`config.mk`:
```
export PLATFORM = sky130hd
export DESIGN_NAME = indexed_insert_remove_list_core
export DESIGN_NICKNAME = d
export VERILOG_FILES = /design/src/hw/rtl/ilst_pkg.sv /design/src/hw/rtl/ilst_ram.sv /design/src/hw/rtl/indexed_insert_remove_list_core.sv
export SDC_FILE = /design/constraint.sdc
export NUM_CORES = 1
export LEC_CHECK = 0
export BUFFER_PORTS_ARGS = -buffer_cell sky130_fd_sc_hd__buf_4
export CAP_MARGIN = 10
export CORE_ASPECT_RATIO = 1.75
export CORE_MARGIN = 1
export CORE_UTILIZATION = 60
export CTS_BUF_LIST = sky130_fd_sc_hd__clkbuf_16
export CTS_CLUSTER_DIAMETER = 100
export DETAILED_ROUTE_END_ITERATION = 6
export PLACE_DENSITY = 0.77
export SYNTH_ARGS = -nofsm -noshare
export SYNTH_HDL_FRONTEND = slang
export SYNTH_SLANG_ARGS = --single-unit
```
`constraint.sdc`:
```
create_clock -name clk -period 5.7 [get_ports clk]
set_input_delay 1.14 -clock clk [delete_from_list [all_inputs] [get_ports clk]]
set_output_delay 1.14 -clock clk [all_outputs]
set_load 0.05 [all_outputs]
```
`src/hw/rtl/ilst_pkg.sv`:
```
// ----------------------------------------------------------------------------
// ilst_pkg
// shared types, codes and widths for the indexed insert/remove list core
// ----------------------------------------------------------------------------
package ilst_pkg;

  localparam int ILST_CAPACITY = 16;

  localparam int FUNC_W   = 2;
  localparam int POS_W    = 5;
  localparam int VALUE_W  = 32;
  localparam int STATUS_W = 2;
  localparam int COUNT_W  = 5;

  localparam int IN_TUSER_W  = FUNC_W;
  localparam int IN_FIELDS_W = POS_W + VALUE_W;
  localparam int IN_TDATA_W  = ((IN_FIELDS_W + 7) / 8) * 8;
  localparam int OUT_FIELDS_W = VALUE_W + STATUS_W + COUNT_W + 1;
  localparam int OUT_TDATA_W  = ((OUT_FIELDS_W + 7) / 8) * 8;

  typedef enum logic [FUNC_W-1:0] {
    OP_INSERT = 2'd0,
    OP_REMOVE = 2'd1,
    OP_GET    = 2'd2,
    OP_SET    = 2'd3
  } op_t;

  typedef enum logic [STATUS_W-1:0] {
    ST_OK    = 2'd0,
    ST_RANGE = 2'd1,
    ST_FULL  = 2'd2
  } status_t;

  typedef enum logic [2:0] {
    S_IDLE,
    S_FETCH,
    S_CAPTURE,
    S_SH_RD,
    S_SH_WR,
    S_INS_WR,
    S_DONE
  } seq_state_t;

endpackage

```
`src/hw/rtl/ilst_ram.sv`:
```
// ----------------------------------------------------------------------------
// ilst_ram
// generic single-write, single-read ram with registered read data
// ----------------------------------------------------------------------------
module ilst_ram #(
  parameter int WIDTH  = 32,
  parameter int DEPTH  = 16,
  parameter int ADDR_W = 4
) (
  input  logic              clk,
  input  logic              we,
  input  logic [ADDR_W-1:0] waddr,
  input  logic [WIDTH-1:0]  wdata,
  input  logic [ADDR_W-1:0] raddr,
  output logic [WIDTH-1:0]  rdata
);

  logic [WIDTH-1:0] mem [DEPTH];
  logic [WIDTH-1:0] rdata_r;

  always_ff @(posedge clk) begin
    if (we) begin
      mem[waddr] <= wdata;
    end
    rdata_r <= mem[raddr];
  end

  assign rdata = rdata_r;

endmodule

```
`src/hw/rtl/indexed_insert_remove_list_core.sv`:
```
// ----------------------------------------------------------------------------
// indexed_insert_remove_list_core
// ordered list of signed 32-bit values with insert, remove, get and set
// ----------------------------------------------------------------------------
// requests arrive on the in_ stream: in_tuser carries the operation, in_tdata
// the position and the value. every request gives one result on the out_
// stream: old or removed value, status, entry count after the operation and
// an empty flag.
// entries live in a single-port-read ram; one read and one write per cycle.
// inserts and removes move the tail of the list one entry at a time (read,
// then write back one slot over), so their cost grows with the entries that
// lie behind the position. each result is registered in the output register
// and shows on out_tvalid from there. in_tready is high only while no request
// is in work; a new request may be taken while the previous result still
// waits in the output register. if the receiver stalls, the next finished
// result waits until the output register frees up.
// reset (rst_n low, synchronous) empties the list; ram contents are not
// cleared, only entries below the count are ever read.
// ----------------------------------------------------------------------------
module indexed_insert_remove_list_core #(
  parameter int CAPACITY = ilst_pkg::ILST_CAPACITY
) (
  input  logic                             clk,
  input  logic                             rst_n,
  input  logic                             in_tvalid,
  output logic                             in_tready,
  input  logic [ilst_pkg::IN_TUSER_W-1:0]  in_tuser,   // func
  input  logic [ilst_pkg::IN_TDATA_W-1:0]  in_tdata,   // position, item_value, pad
  output logic                             out_tvalid,
  input  logic                             out_tready,
  output logic [ilst_pkg::OUT_TDATA_W-1:0] out_tdata   // result_value, status,
                                                       // entry_count, is_empty
);
  import ilst_pkg::*;

  localparam int CNT_W  = $clog2(CAPACITY + 1);
  localparam int CMP_W  = (CNT_W > POS_W) ? CNT_W : POS_W;
  localparam int ADDR_W = (CAPACITY > 1) ? $clog2(CAPACITY) : 1;

  seq_state_t          state_r, state_nxt;
  op_t                 op_r, op_nxt;
  logic [CMP_W-1:0]    pos_r, pos_nxt;
  logic [VALUE_W-1:0]  val_r, val_nxt;
  logic [CMP_W-1:0]    idx_r, idx_nxt;
  logic [VALUE_W-1:0]  res_r, res_nxt;
  status_t             st_r, st_nxt;
  logic [CNT_W-1:0]    count_r, count_nxt;
  logic                out_valid_r, out_valid_nxt;
  logic [OUT_TDATA_W-1:0] out_data_r, out_data_nxt;

  logic                ram_we;
  logic [ADDR_W-1:0]   ram_waddr;
  logic [VALUE_W-1:0]  ram_wdata;
  logic [ADDR_W-1:0]   ram_raddr;
  logic [VALUE_W-1:0]  ram_rdata;

  logic [CMP_W-1:0]    count_ext;
  logic [CMP_W-1:0]    pos_in;
  logic [CMP_W-1:0]    idx_dec;
  logic [CMP_W-1:0]    idx_inc;
  logic [CMP_W-1:0]    cnt_out;
  logic                out_free;

  assign count_ext = CMP_W'(count_r);
  assign pos_in    = CMP_W'(in_tdata[POS_W-1:0]);
  assign idx_dec   = idx_r - CMP_W'(1);
  assign idx_inc   = idx_r + CMP_W'(1);
  assign cnt_out   = CMP_W'(count_nxt);
  assign out_free  = !out_valid_r || out_tready;

  assign in_tready  = (state_r == S_IDLE);
  assign out_tvalid = out_valid_r;
  assign out_tdata  = out_data_r;

  ilst_ram #(
    .WIDTH  (VALUE_W),
    .DEPTH  (CAPACITY),
    .ADDR_W (ADDR_W)
  ) u_ram (
    .clk   (clk),
    .we    (ram_we),
    .waddr (ram_waddr),
    .wdata (ram_wdata),
    .raddr (ram_raddr),
    .rdata (ram_rdata)
  );

  always_comb begin
    state_nxt     = state_r;
    op_nxt        = op_r;
    pos_nxt       = pos_r;
    val_nxt       = val_r;
    idx_nxt       = idx_r;
    res_nxt       = res_r;
    st_nxt        = st_r;
    count_nxt     = count_r;
    out_valid_nxt = out_valid_r && !out_tready;
    out_data_nxt  = out_data_r;
    ram_we        = 1'b0;
    ram_waddr     = idx_r[ADDR_W-1:0];
    ram_wdata     = ram_rdata;
    ram_raddr     = pos_r[ADDR_W-1:0];

    unique case (state_r)
      S_IDLE: begin
        if (in_tvalid) begin
          op_nxt  = op_t'(in_tuser);
          pos_nxt = pos_in;
          val_nxt = in_tdata[POS_W +: VALUE_W];
          res_nxt = '0;
          st_nxt  = ST_OK;
          if (op_t'(in_tuser) == OP_INSERT) begin
            // range check comes before the full check
            if (pos_in > count_ext) begin
              st_nxt    = ST_RANGE;
              state_nxt = S_DONE;
            end else if (count_ext >= CMP_W'(CAPACITY)) begin
              st_nxt    = ST_FULL;
              state_nxt = S_DONE;
            end else if (pos_in < count_ext) begin
              idx_nxt   = count_ext;
              state_nxt = S_SH_RD;
            end else begin
              state_nxt = S_INS_WR;
            end
          end else begin
            if (pos_in >= count_ext) begin
              st_nxt    = ST_RANGE;
              state_nxt = S_DONE;
            end else begin
              state_nxt = S_FETCH;
            end
          end
        end
      end
      S_FETCH: begin
        ram_raddr = pos_r[ADDR_W-1:0];
        state_nxt = S_CAPTURE;
      end
      S_CAPTURE: begin
        res_nxt   = ram_rdata;
        idx_nxt   = pos_r;
        state_nxt = S_DONE;
        if (op_r == OP_SET) begin
          ram_we    = 1'b1;
          ram_waddr = pos_r[ADDR_W-1:0];
          ram_wdata = val_r;
        end else if (op_r == OP_REMOVE && (pos_r + CMP_W'(1)) < count_ext) begin
          state_nxt = S_SH_RD;
        end
      end
      S_SH_RD: begin
        // insert pulls from below, remove pulls from above
        ram_raddr = (op_r == OP_INSERT) ? idx_dec[ADDR_W-1:0] : idx_inc[ADDR_W-1:0];
        state_nxt = S_SH_WR;
      end
      S_SH_WR: begin
        ram_we    = 1'b1;
        ram_waddr = idx_r[ADDR_W-1:0];
        ram_wdata = ram_rdata;
        if (op_r == OP_INSERT) begin
          idx_nxt   = idx_dec;
          state_nxt = (idx_dec > pos_r) ? S_SH_RD : S_INS_WR;
        end else begin
          idx_nxt   = idx_inc;
          state_nxt = ((idx_r + CMP_W'(2)) < count_ext) ? S_SH_RD : S_DONE;
        end
      end
      S_INS_WR: begin
        ram_we    = 1'b1;
        ram_waddr = pos_r[ADDR_W-1:0];
        ram_wdata = val_r;
        state_nxt = S_DONE;
      end
      S_DONE: begin
        if (out_free) begin
          if (st_r == ST_OK && op_r == OP_INSERT) begin
            count_nxt = count_r + CNT_W'(1);
          end else if (st_r == ST_OK && op_r == OP_REMOVE) begin
            count_nxt = count_r - CNT_W'(1);
          end
          out_valid_nxt = 1'b1;
          out_data_nxt  = OUT_TDATA_W'({(count_nxt == '0), cnt_out[COUNT_W-1:0],
                                        st_r, res_r});
          state_nxt     = S_IDLE;
        end
      end
      default: begin
        state_nxt = S_IDLE;
      end
    endcase
  end

  always_ff @(posedge clk) begin
    if (!rst_n) begin
      state_r     <= S_IDLE;
      count_r     <= '0;
      out_valid_r <= 1'b0;
    end else begin
      state_r     <= state_nxt;
      count_r     <= count_nxt;
      out_valid_r <= out_valid_nxt;
    end
  end

  always_ff @(posedge clk) begin
    op_r       <= op_nxt;
    pos_r      <= pos_nxt;
    val_r      <= val_nxt;
    idx_r      <= idx_nxt;
    res_r      <= res_nxt;
    st_r       <= st_nxt;
    out_data_r <= out_data_nxt;
  end

  a_count_bound: assert property (@(posedge clk) disable iff (!rst_n)
    CMP_W'(count_r) <= CMP_W'(CAPACITY))
    else $error("entry count exceeds capacity");

  a_busy_after_accept: assert property (@(posedge clk) disable iff (!rst_n)
    in_tvalid && in_tready |=> !in_tready)
    else $error("ready stayed high after a transaction");

  a_count_only_at_done: assert property (@(posedge clk) disable iff (!rst_n)
    count_r != $past(count_r) |-> $past(state_r) == S_DONE)
    else $error("count changed outside result hand-off");

  a_shift_in_list: assert property (@(posedge clk) disable iff (!rst_n)
    state_r == S_SH_WR |-> idx_r < CMP_W'(CAPACITY))
    else $error("shift index outside list");

endmodule

```
### Word level (Yosys, flattened, before mapping)

Memories as Yosys holds them, arrays and structs flattened. A register that Yosys moved wholly into a read port is not among the register bits.
Index checks and enable logic that the tools add are counted.

* add/sub/neg operators: 6
* $lt $le $gt $ge: 7
* equal/unequal tests: 14
* multiplexer cells: 44
* reduce and logical (&&, ||, !) cells: 20

Operators by type and width (number)
* case mux 32 bit (2 select lines): 2
* two-way mux 32 bit: 2
* two-way mux 5 bit: 12
* two-way mux 3 bit: 12
* case mux 3 bit (7 select lines): 1
* adder 5 x 1 -> 5 bit (second input constant): 3
* less-than comparator 5 bit: 3
* case mux 5 bit (3 select lines): 1
* two-way mux 4 bit: 3
* > comparator 5 bit: 2
* subtractor 5 x 1 -> 5 bit (second input constant): 2
* == test 3 bit (second input constant): 3
* inequality test 2 bit (second input constant): 4
* case mux 4 bit (2 select lines): 1
* AND reduction 2 bit: 4
* == test 3 x 2 -> 1 bit (second input constant): 2
* zero test 2 bit: 3
* two-way mux 1 bit: 6
* two-way mux 2 bit: 3
* AND reduction 6 bit: 1
* adder 5 x 2 -> 5 bit (second input constant): 1
* >= comparator 5 bit: 1
* >= comparator 5 bit (second input constant): 1
* zero test 5 bit: 1
* 12 further kinds: 17

* register bits: 127
* memory bits (writable): 512
* bits of input ports: 46
* output and inout bits: 42
* word-level logic and storage cells: 102
* memories kept: 1

Memory list
* u_ram.mem: depth 16, bits a word 32, rd ports 1, clocked after Yosys merged registers in 1, write ports 1, line ilst_ram.sv:18 `logic [WIDTH-1:0] mem [DEPTH];`

### Logic depth before layout (Yosys ltp)

Gate-level depths: netlist (run 1).

* depth after elaboration: 8
* gate-level depth with buffers: 13
* depth with buffers taken out: 12

### By module

From an unflattened synthesis (run 1), not the netlist that was laid out.

* cell total of the unflattened synthesis: 1256
* area, all modules: 25654.6 µm²

Modules (own cells, without submodules)
* ilst_ram: times used 1, cells each 838, area an instance 19835.3 µm², sequential area each 16015.4 µm²
* indexed_insert_remove_list_core: times used 1, cells each 418, area an instance 5819.3 µm², sequential area each 3723.6 µm²

### Worst setup path before layout (run 1)

No wires, ideal clock.

* path kind: reg-to-reg
* from: reg state_r[2]
* to: reg res_r[0] (enable)
* library setup time: 0.375 ns
* arrival time: 3.221 ns
* data required time: 5.325 ns
* path slack: 2.105 ns
* cell stages (with the launch flop): 6
* path buffers: 1
* clock period less this slack: 3.595 ns
* path through: dfxtp_1 -> buf_2 -> or2_1 -> nor2_1 -> and2_1 -> or2_2

* cells in the longest elaborated chain, start to end: 3
* elaborated cells on any way between the ends: 5
* classes of those cells: eq/ne (2); reduce/logical (3)

Ends and longest elaborated chain
* from (decl): line indexed_insert_remove_list_core.sv:40 `seq_state_t state_r, state_nxt;`
* from (signal assigned): line indexed_insert_remove_list_core.sv:200 `state_r <= state_nxt;`
* zero test 3 bit (*)
* via in_tready: line indexed_insert_remove_list_core.sv:26 `output logic in_tready,`
* inequality test 2 bit (no source line) or nonzero test 2 bit (tied branches)
* AND reduction 2 bit (no source line) (*)
* to (signal assigned): line indexed_insert_remove_list_core.sv:211 `res_r <= res_nxt;`
* to (decl): line indexed_insert_remove_list_core.sv:45 `logic [VALUE_W-1:0] res_r, res_nxt;`

Mark *: on every way through the listed nets, which the timed path passes. The rest lies on a longest branch.
A chain may end at the register's enable or synchronous reset.

### Worst setup path after layout (run 1)

* from: reg state_r[1]
* to: mem u_ram.mem[3][6] (enable)

* cells in the longest elaborated chain, start to end: 5
* elaborated cells on any way between the ends: 8
* classes of those cells: eq/ne (3); mux (4); reduce/logical (1)

Ends and longest elaborated chain
* == test 3 bit: line indexed_insert_remove_list_core.sv:104 `unique case (state_r)`
* OR reduction 2 bit (no source line)
* case mux 1 bit (2 select lines): line indexed_insert_remove_list_core.sv:104
* two-way mux 1 bit: line ilst_ram.sv:22 `if (we) begin`
* two-way mux 1 bit (not written as such): line ilst_ram.sv:23 `mem[waddr] <= wdata;`
* to (decl): line ilst_ram.sv:18

Several ways; a longest one is shown, not always the timed one.

==> impl_metrics.tcl, run 1 <==
set metrics [dict create \
    rows 102 \
    finish.net_count 1687 \
    cts_sinks 671 \
    min-delay-path-class "reg2reg" \
    postSynthCellCount 1513 \
    avg_vias_per_cell 6.01 \
    synth_async_sr_flop_share_pct 0 \
    worst_path_largest_cell_delay_ns 0.83 \
    synthesis.area_per_instance_um2 18.0 \
    timing.critical_path.max_delay_family "simple AND/OR/NAND/NOR gates" \
    pwr-share-clk_pct 23.9 \
    ys_types 53 \
    postSynthRegisterBits 671 \
    dieArea_um2 46200 \
    clk_pin_slew_worst_paths_ns 0.07 \
    synth-edff-count 630 \
    syn2layout_area_growth_pct 11.0 \
    detail_route.iter0.violations 1117 \
    cts-root-buf "sky130_fd_sc_hd__clkbuf_16" \
    ctsLongestPathBuffers 3 \
    drt.antenna.violating_nets 0 \
    grt_pass1_wl_um 80700 \
    cts_resized 0 \
    critical_path_buf_inv_count 1 \
    synth_area_um2 27200 \
    critPathMaxFanout 22 \
    power.net_switching_w 0.00475 \
    antennaDiodeCount 0 \
    slew_violations 0 \
    grt_use_total_pct 23.5 \
    power-per-cell-area_nw_per_um2 501 \
    globalplace.congestion 0.862 \
    tritoncts "done" \
    h_tree_depth 2 \
    first_pass_iters 5 \
    path_class "reg2reg" \
    grt_overflow_total 0 \
    pin_count_of_the_biggest_net_entering_global_routing 129 \
    post-cts-setup-buffer-count 0 \
    critical_path_arrival_ns 3.90 \
    rsz_0062_raised_after_global_routing "no" \
    hold_viol 0 \
    final-setup-viol-count 0 \
    post_route_cells_drive_above_1_share_pct 13.5 \
    final_cell_count_no_fill 2233 \
    final.min_clock_period_ns 3.64 \
    grt_pass1_vias 14034 \
    pwr-share-seq_pct 48.8 \
    power.share.combinational_pct 27.3 \
    final.setup.tns_ns 0 \
    count_of_vias_placed_by_the_detailed_router 13417 \
    routed_wl_um 53300 \
    netlist_top_cells_area "sky130_fd_sc_hd__edfxtp_1 70%, sky130_fd_sc_hd__mux2i_1 18%, sky130_fd_sc_hd__dfxtp_1 3.0%, sky130_fd_sc_hd__mux2_1 1.3%, sky130_fd_sc_hd__ha_1 1.2%" \
    fin_crit_sh_pct 63.9 \
    timing.critical_path.required_ns 5.96 \
    synth-seq-area-share_pct 72.6 \
    num_io_pins 88 \
    worstSetupStartpointType "register" \
    sw_frac_of_total_pct 31.4 \
    floorplan.die.width_um 163 \
    synth_warn 0 \
    synth_largest_area_cell "sky130_fd_sc_hd__edfxtp_1" \
    ir_worst_vdd_mv 0.398 \
    core_area_um2 44500 \
    internal_power_w 0.0104 \
    hpwl_um 30300 \
    crit_chain "nor3b_4 > nand3_1 > o21ai_4 > a31oi_1 > nor2_4 > buf_4" \
    setup.worst_path.end_class "register" \
    synth_top_area_share_pct 69.5 \
    mappedNetlistNets 1585 \
    io_buffers 84 \
    start_util_pct 61.1 \
    wire_per_inst_um 23.9 \
    cp_slowest_cell "sky130_fd_sc_hd__nor2_4" \
    outcome "completed" \
    die_y_um 284 \
    cap_violations 0 \
    grt_antenna_before_repair 0 \
    power.leakage_nw 11.3 \
    max_freq_mhz 275 \
    fin_skew_ns 0.0205 \
    ys.flop_type "sky130_fd_sc_hd__edfxtp_1" \
    worstSkewPairLatency_ns 0.59 \
    dp.cells 2129 \
    drc 0 \
    worst_slew_pin_slew_ns 1.11 \
    max_slew_margin_pct 25.6 \
    numCtsBuffers 56 \
    number_of_hold_buffers_added_after_cts 0 \
]
-- power groups by stage --
stage          Clock (W)  Sequential [W]  Combinational (W)
2_1_floorplan          0         0.00753            0.00282
3_3_place_gp           0         0.00745            0.00396
3_5_place_dp           0         0.00749            0.00412
4_1_cts          0.00367         0.00739            0.00414
5_1_grt          0.00386         0.00745            0.00444
6_report         0.00362         0.00739            0.00412
-- routing by layer --
metal / GRT usage (%) / vias up / routed length, µm
li1: - / 6080 / -
met4: 9.23 / 0 / 1710
met1: 29.2 / 6868 / 21300
met5: 0 / - / 0
met2: 41.7 / 364 / 28100
met3: 2.75 / 105 / 2220
-- metrics by stage --
stage / power, W / area (µm²) / util, % / hold WS (ns) / setup WS (ns)
floorplan: 0.0103 / 27200 / - / 0.400 / 2.10
global placement: 0.0114 / 28500 / 63.9 / 0.402 / 1.91
detailed placement: 0.0116 / 28500 / 63.9 / 0.405 / 1.86
CTS: 0.0152 / 30200 / 67.8 / 0.419 / 2.04
global route: 0.0157 / 30200 / 67.8 / 0.423 / 1.91
finish: 0.0151 / 30200 / 67.8 / 0.418 / 2.06
-- sequential cells by signal, indices dropped and copies added, names as in the netlist --
| register | flops |
|---|---|
| u_ram.mem | 512 |
| out_tdata | 40 |
| res_r | 32 |
| u_ram.rdata | 32 |
| val_r | 32 |
| count_ext | 5 |
| idx_r | 5 |
| pos_r | 5 |
| state_r | 3 |
| op_r | 2 |
| st_r | 2 |
| out_tvalid | 1 |
-- layout make-up --
type / count / area, µm²
well taps: 572 / 716
clock buffers: 57 / 1430
clock inverters: 47 / 300
repair buffers: 114 / 918
multi-input cells: 752 / 7020
flip-flops and latches: 671 / 19700
fillers: 2874 / 14300
inverters: 20 / 75.1
-- cell families (layout without fill, tap and decap cells) --
logic type,after synthesis,after routing,synth area share [%]
xor+xnor,17,17,0.547
buf+inv,90,238,2.27
flops,671,671,72.6
mux,517,517,19.2
fa+ha+maj,26,26,1.20
simple gates,134,134,2.70
compound gates,58,58,1.51
-- cells in the final DEF, fill, tap and decap left out, types with 4 or more instances in the layout --
| cell type | instances |
|---|---|
| sky130_fd_sc_hd__mux2_1 | 32 |
| sky130_fd_sc_hd__nor2_1 | 18 |
| sky130_fd_sc_hd__clkinv_1 | 13 |
| sky130_fd_sc_hd__clkbuf_16 | 57 |
| sky130_fd_sc_hd__nand3_1 | 11 |
| sky130_fd_sc_hd__ha_1 | 26 |
| sky130_fd_sc_hd__a31oi_1 | 8 |
| sky130_fd_sc_hd__a221o_1 | 6 |
| sky130_fd_sc_hd__mux2i_1 | 483 |
| sky130_fd_sc_hd__and2_1 | 38 |
| sky130_fd_sc_hd__clkinv_2 | 19 |
| sky130_fd_sc_hd__dfxtp_1 | 41 |
| sky130_fd_sc_hd__nand2_1 | 13 |
| sky130_fd_sc_hd__xnor2_1 | 11 |
| sky130_fd_sc_hd__a21oi_1 | 7 |
| sky130_fd_sc_hd__nor3_1 | 11 |
| sky130_fd_sc_hd__a21o_1 | 4 |
| sky130_fd_sc_hd__edfxtp_1 | 630 |
| sky130_fd_sc_hd__buf_4 | 109 |
| sky130_fd_sc_hd__o21ai_1 | 7 |
| sky130_fd_sc_hd__buf_12 | 5 |
| sky130_fd_sc_hd__inv_1 | 29 |
| sky130_fd_sc_hd__xor2_1 | 6 |
| sky130_fd_sc_hd__nor2_4 | 17 |
-- path summary, 6_finish.rpt --
path	startpoint	end	slack (ns)	cells after the start
setup reg to reg	state_r[1]	u_ram.mem[3][6]	2.06	6
hold reg to reg	res_r[30]	out_tdata[30]	0.42	0
hold / removal	res_r[30]	out_tdata[30]	0.42	0
setup / recovery	state_r[1]	u_ram.mem[3][6]	2.06	6
-- cells in the mapped netlist (10+ instances only) --
cell type	instances
sky130_fd_sc_hd__edfxtp_1	630
sky130_fd_sc_hd__mux2i_1	484
sky130_fd_sc_hd__dfxtp_1	41
sky130_fd_sc_hd__and2_1	39
sky130_fd_sc_hd__nor2_1	34
sky130_fd_sc_hd__mux2_1	32
sky130_fd_sc_hd__buf_6	27
sky130_fd_sc_hd__ha_1	26
sky130_fd_sc_hd__inv_1	20
sky130_fd_sc_hd__buf_2	19
sky130_fd_sc_hd__buf_4	14
sky130_fd_sc_hd__nand2_1	13
sky130_fd_sc_hd__nand3_1	11
sky130_fd_sc_hd__nor3_1	11
sky130_fd_sc_hd__xnor2_1	11
sky130_fd_sc_hd__clkbuf_1	10
(Power assumes the default switching activity.)
==> run 2, diff against run 1 <==
- CORE_UTILIZATION: 60 -> 56
- PLACE_DENSITY: 0.77 -> 0.76
- clock period: 5.7 -> 3.3 ns (I/O delays scaled with it)
==> run 2 against run 1 <==
Effect of this change:
- first-iteration DRC count is 2.9% lower
- design area is 2.3% higher
- wire length is 3.9% higher
- global-route usage is 0.77 points lower
- sequential share of layout area is 1.5 points lower
- clock skew is 0.0037 ns lower
- clock power is 88% higher
- combinational power is 81% higher
- worst setup slack worse by 1.7 ns
- core utilization is 3.3 points lower
- critical path type unchanged
- critical endpoint is now u_ram.rdata[17]
- largest power group unchanged
==> impl_metrics.tcl, run 2 (same netlist as run 1, synthesis figures left out) <==
set metrics [dict create \
    power.share.combinational_pct 27.6 \
    cts_resized 0 \
    drc 0 \
    rsz_0062_raised_after_global_routing "no" \
    io_buffers 84 \
    h_tree_depth 2 \
    dieArea_um2 49500 \
    floorplan.die.width_um 169 \
    holdPathEnd "val_r[19]" \
    first_pass_iters 5 \
    timing.critical_path.mode_cell "sky130_fd_sc_hd__mux2i_1" \
    critical_path_arrival_ns 3.49 \
    max_freq_mhz 335 \
    routed_wl_um 55400 \
    number_of_hold_buffers_added_after_cts 0 \
    fin_skew_ns 0.0167 \
    crit_chain "inv_1 > ha_1 > nor3b_2 > nor3_1 > o31ai_4 > buf_12 > buf_12 > mux2i_1 > mux2i_1 > mux2i_1" \
    timing.critical_path.required_ns 3.80 \
    start_util_pct 56.8 \
    cap_violations 0 \
    core_area_um2 47900 \
    hold_ws_ns 0.234 \
    pin_count_of_the_biggest_net_entering_global_routing 65 \
    cts-root-buf "sky130_fd_sc_hd__clkbuf_16" \
    cts_sinks 671 \
    finish.instance_area_um2 30900 \
    syn2layout_area_growth_pct 13.6 \
    max_slew_margin_pct 31.6 \
    drt.antenna.violating_nets 0 \
    avg_vias_per_cell 5.81 \
    worst_hold_startpoint "in_tdata[24]" \
    worst_slew_pin_slew_ns 1.02 \
    worst_path_largest_cell_delay_ns 0.50 \
    fin_util_pct 64.5 \
    grt_overflow_total 0 \
    globalplace.congestion 0.852 \
    cp_slowest_cell "sky130_fd_sc_hd__edfxtp_1" \
    hpwl_um 31100 \
    worstSetupStartpointType "register" \
    dp.cells 2234 \
    rows 106 \
    layout.cells.most_common "sky130_fd_sc_hd__edfxtp_1" \
    critPathMaxFanout 36 \
    power.net_switching_w 0.00845 \
    post_route_cells_drive_above_1_share_pct 15.4 \
    power-per-cell-area_nw_per_um2 874 \
    mostFrequentLayoutCells "630 x sky130_fd_sc_hd__edfxtp_1, 483 x sky130_fd_sc_hd__mux2i_1, 123 x sky130_fd_sc_hd__buf_4" \
    final.min_clock_period_ns 2.99 \
    sw_frac_of_total_pct 31.3 \
    power.leakage_nw 11.5 \
    worst_r2r_path_depth 10 \
    slew_violations 0 \
    grt_antenna_before_repair 1 \
    worst_r2r_endpoint "u_ram.rdata[17]" \
    grt_use_total_pct 22.8 \
    post-cts-setup-buffer-count 0 \
    worstSkewPairLatency_ns 0.59 \
    finish.net_count 1716 \
    fin_crit_sh_pct 90.6 \
    pwr-share-seq_pct 47.1 \
    final-setup-viol-count 0 \
    outcome "completed" \
    internal_power_w 0.0185 \
    timing.reg2reg.setup_slack_ns 0.31 \
    hold_path_depth 1 \
    path_class "reg2reg" \
    grt_pass1_vias 13965 \
    dpl_cell_area_um2 29000 \
    hold_viol 0 \
    top_register "u_ram.mem" \
    min-delay-path-class "in2reg" \
    grt_pass1_wl_um 82900 \
    setup.worst_path.end_class "register" \
    count_of_vias_placed_by_the_detailed_router 13603 \
    wire_per_inst_um 23.7 \
    ir_worst_vdd_mv 0.464 \
    numCtsBuffers 56 \
    ctsLongestPathBuffers 3 \
    die_y_um 294 \
    detail_route.iter0.violations 1085 \
    tritoncts "done" \
    pwr-share-clk_pct 25.2 \
    largest_reg_flops 512 \
    final.setup.tns_ns 0 \
    r2r_start "idx_r[1]" \
    num_io_pins 88 \
    final_cell_count_no_fill 2341 \
    clk_pin_slew_worst_paths_ns 0.07 \
]
## run 2: cell types whose count changed in the layout (fill, tap and decap cells not counted), moves of 4 or more
| cell | before | now |
|---|---|---|
| sky130_fd_sc_hd__bufinv_16 | 3 | 8 |
| sky130_fd_sc_hd__clkinv_1 | 13 | 9 |
| sky130_fd_sc_hd__clkinv_4 | 0 | 6 |
| sky130_fd_sc_hd__buf_4 | 109 | 123 |
| sky130_fd_sc_hd__clkinv_2 | 19 | 7 |
| sky130_fd_sc_hd__buf_12 | 5 | 20 |
| sky130_fd_sc_hd__clkinvlp_4 | 0 | 8 |
## run 2: stage by stage
stage | power (W) | setup slack, ns
floorplan | 0.0179 | -0.0128
detailed placement | 0.0203 | 0.336
CTS | 0.0272 | 0.323
finish | 0.0270 | 0.311
global route | 0.0281 | 0.154
global placement | 0.0200 | 0.373
## run 2: layer usage
metal	global-route usage [%]	up-vias	share of wire, %
met3	2.49	120	4.4
li1	-	6141	-
met2	41.5	442	54
met4	8.29	2	3.2
met5	0	-	0.023
met1	27.8	6898	39
## run 2: final cells by class
class	count	area [µm²]
fill	3210	17000
multi-input combinational	752	7020
clock inverter	49	502
sequential	671	19700
inverter	20	75.1
antenna	1	2.50
clock buffer	57	1430
tap	648	811
timing repair buffer	143	1320
## run 2: worst max-delay path by stage
stage	start	end	slack [ns]	cells after the start
floorplan	state_r[0]	u_ram.mem[2][0]	-0.01	7
detailed placement	state_r[0]	u_ram.mem[4][30]	0.34	6
finish	idx_r[1]	u_ram.rdata[17]	0.31	10
CTS	idx_r[1]	u_ram.rdata[17]	0.32	10
global placement	state_r[0]	u_ram.mem[4][30]	0.37	6
global route	state_r[0]	u_ram.mem[4][29]	0.15	6
## run 2: worst max-delay path, delay by kind of cell (launching register included)
| kind | cells | cell delay [ns] |
|---|---|---|
| multiplexers | 3 | 0.62 |
| adder cells (fa/ha/maj) | 1 | 0.25 |
| AO/OA/AOI/OAI | 1 | 0.27 |
| buffers and inverters | 3 | 0.83 |
| AND/OR/NAND/NOR | 2 | 0.34 |
| flip-flops | 1 | 0.50 |
## run 2: power by group through the flow
stage               combinational, W  sequential [W]  clock, W
finish                       0.00746          0.0127   0.00681
global route                 0.00803          0.0128   0.00721
CTS                          0.00751          0.0127   0.00693
detailed placement           0.00745          0.0129         0
global placement             0.00722          0.0128         0
floorplan                    0.00487          0.0130         0
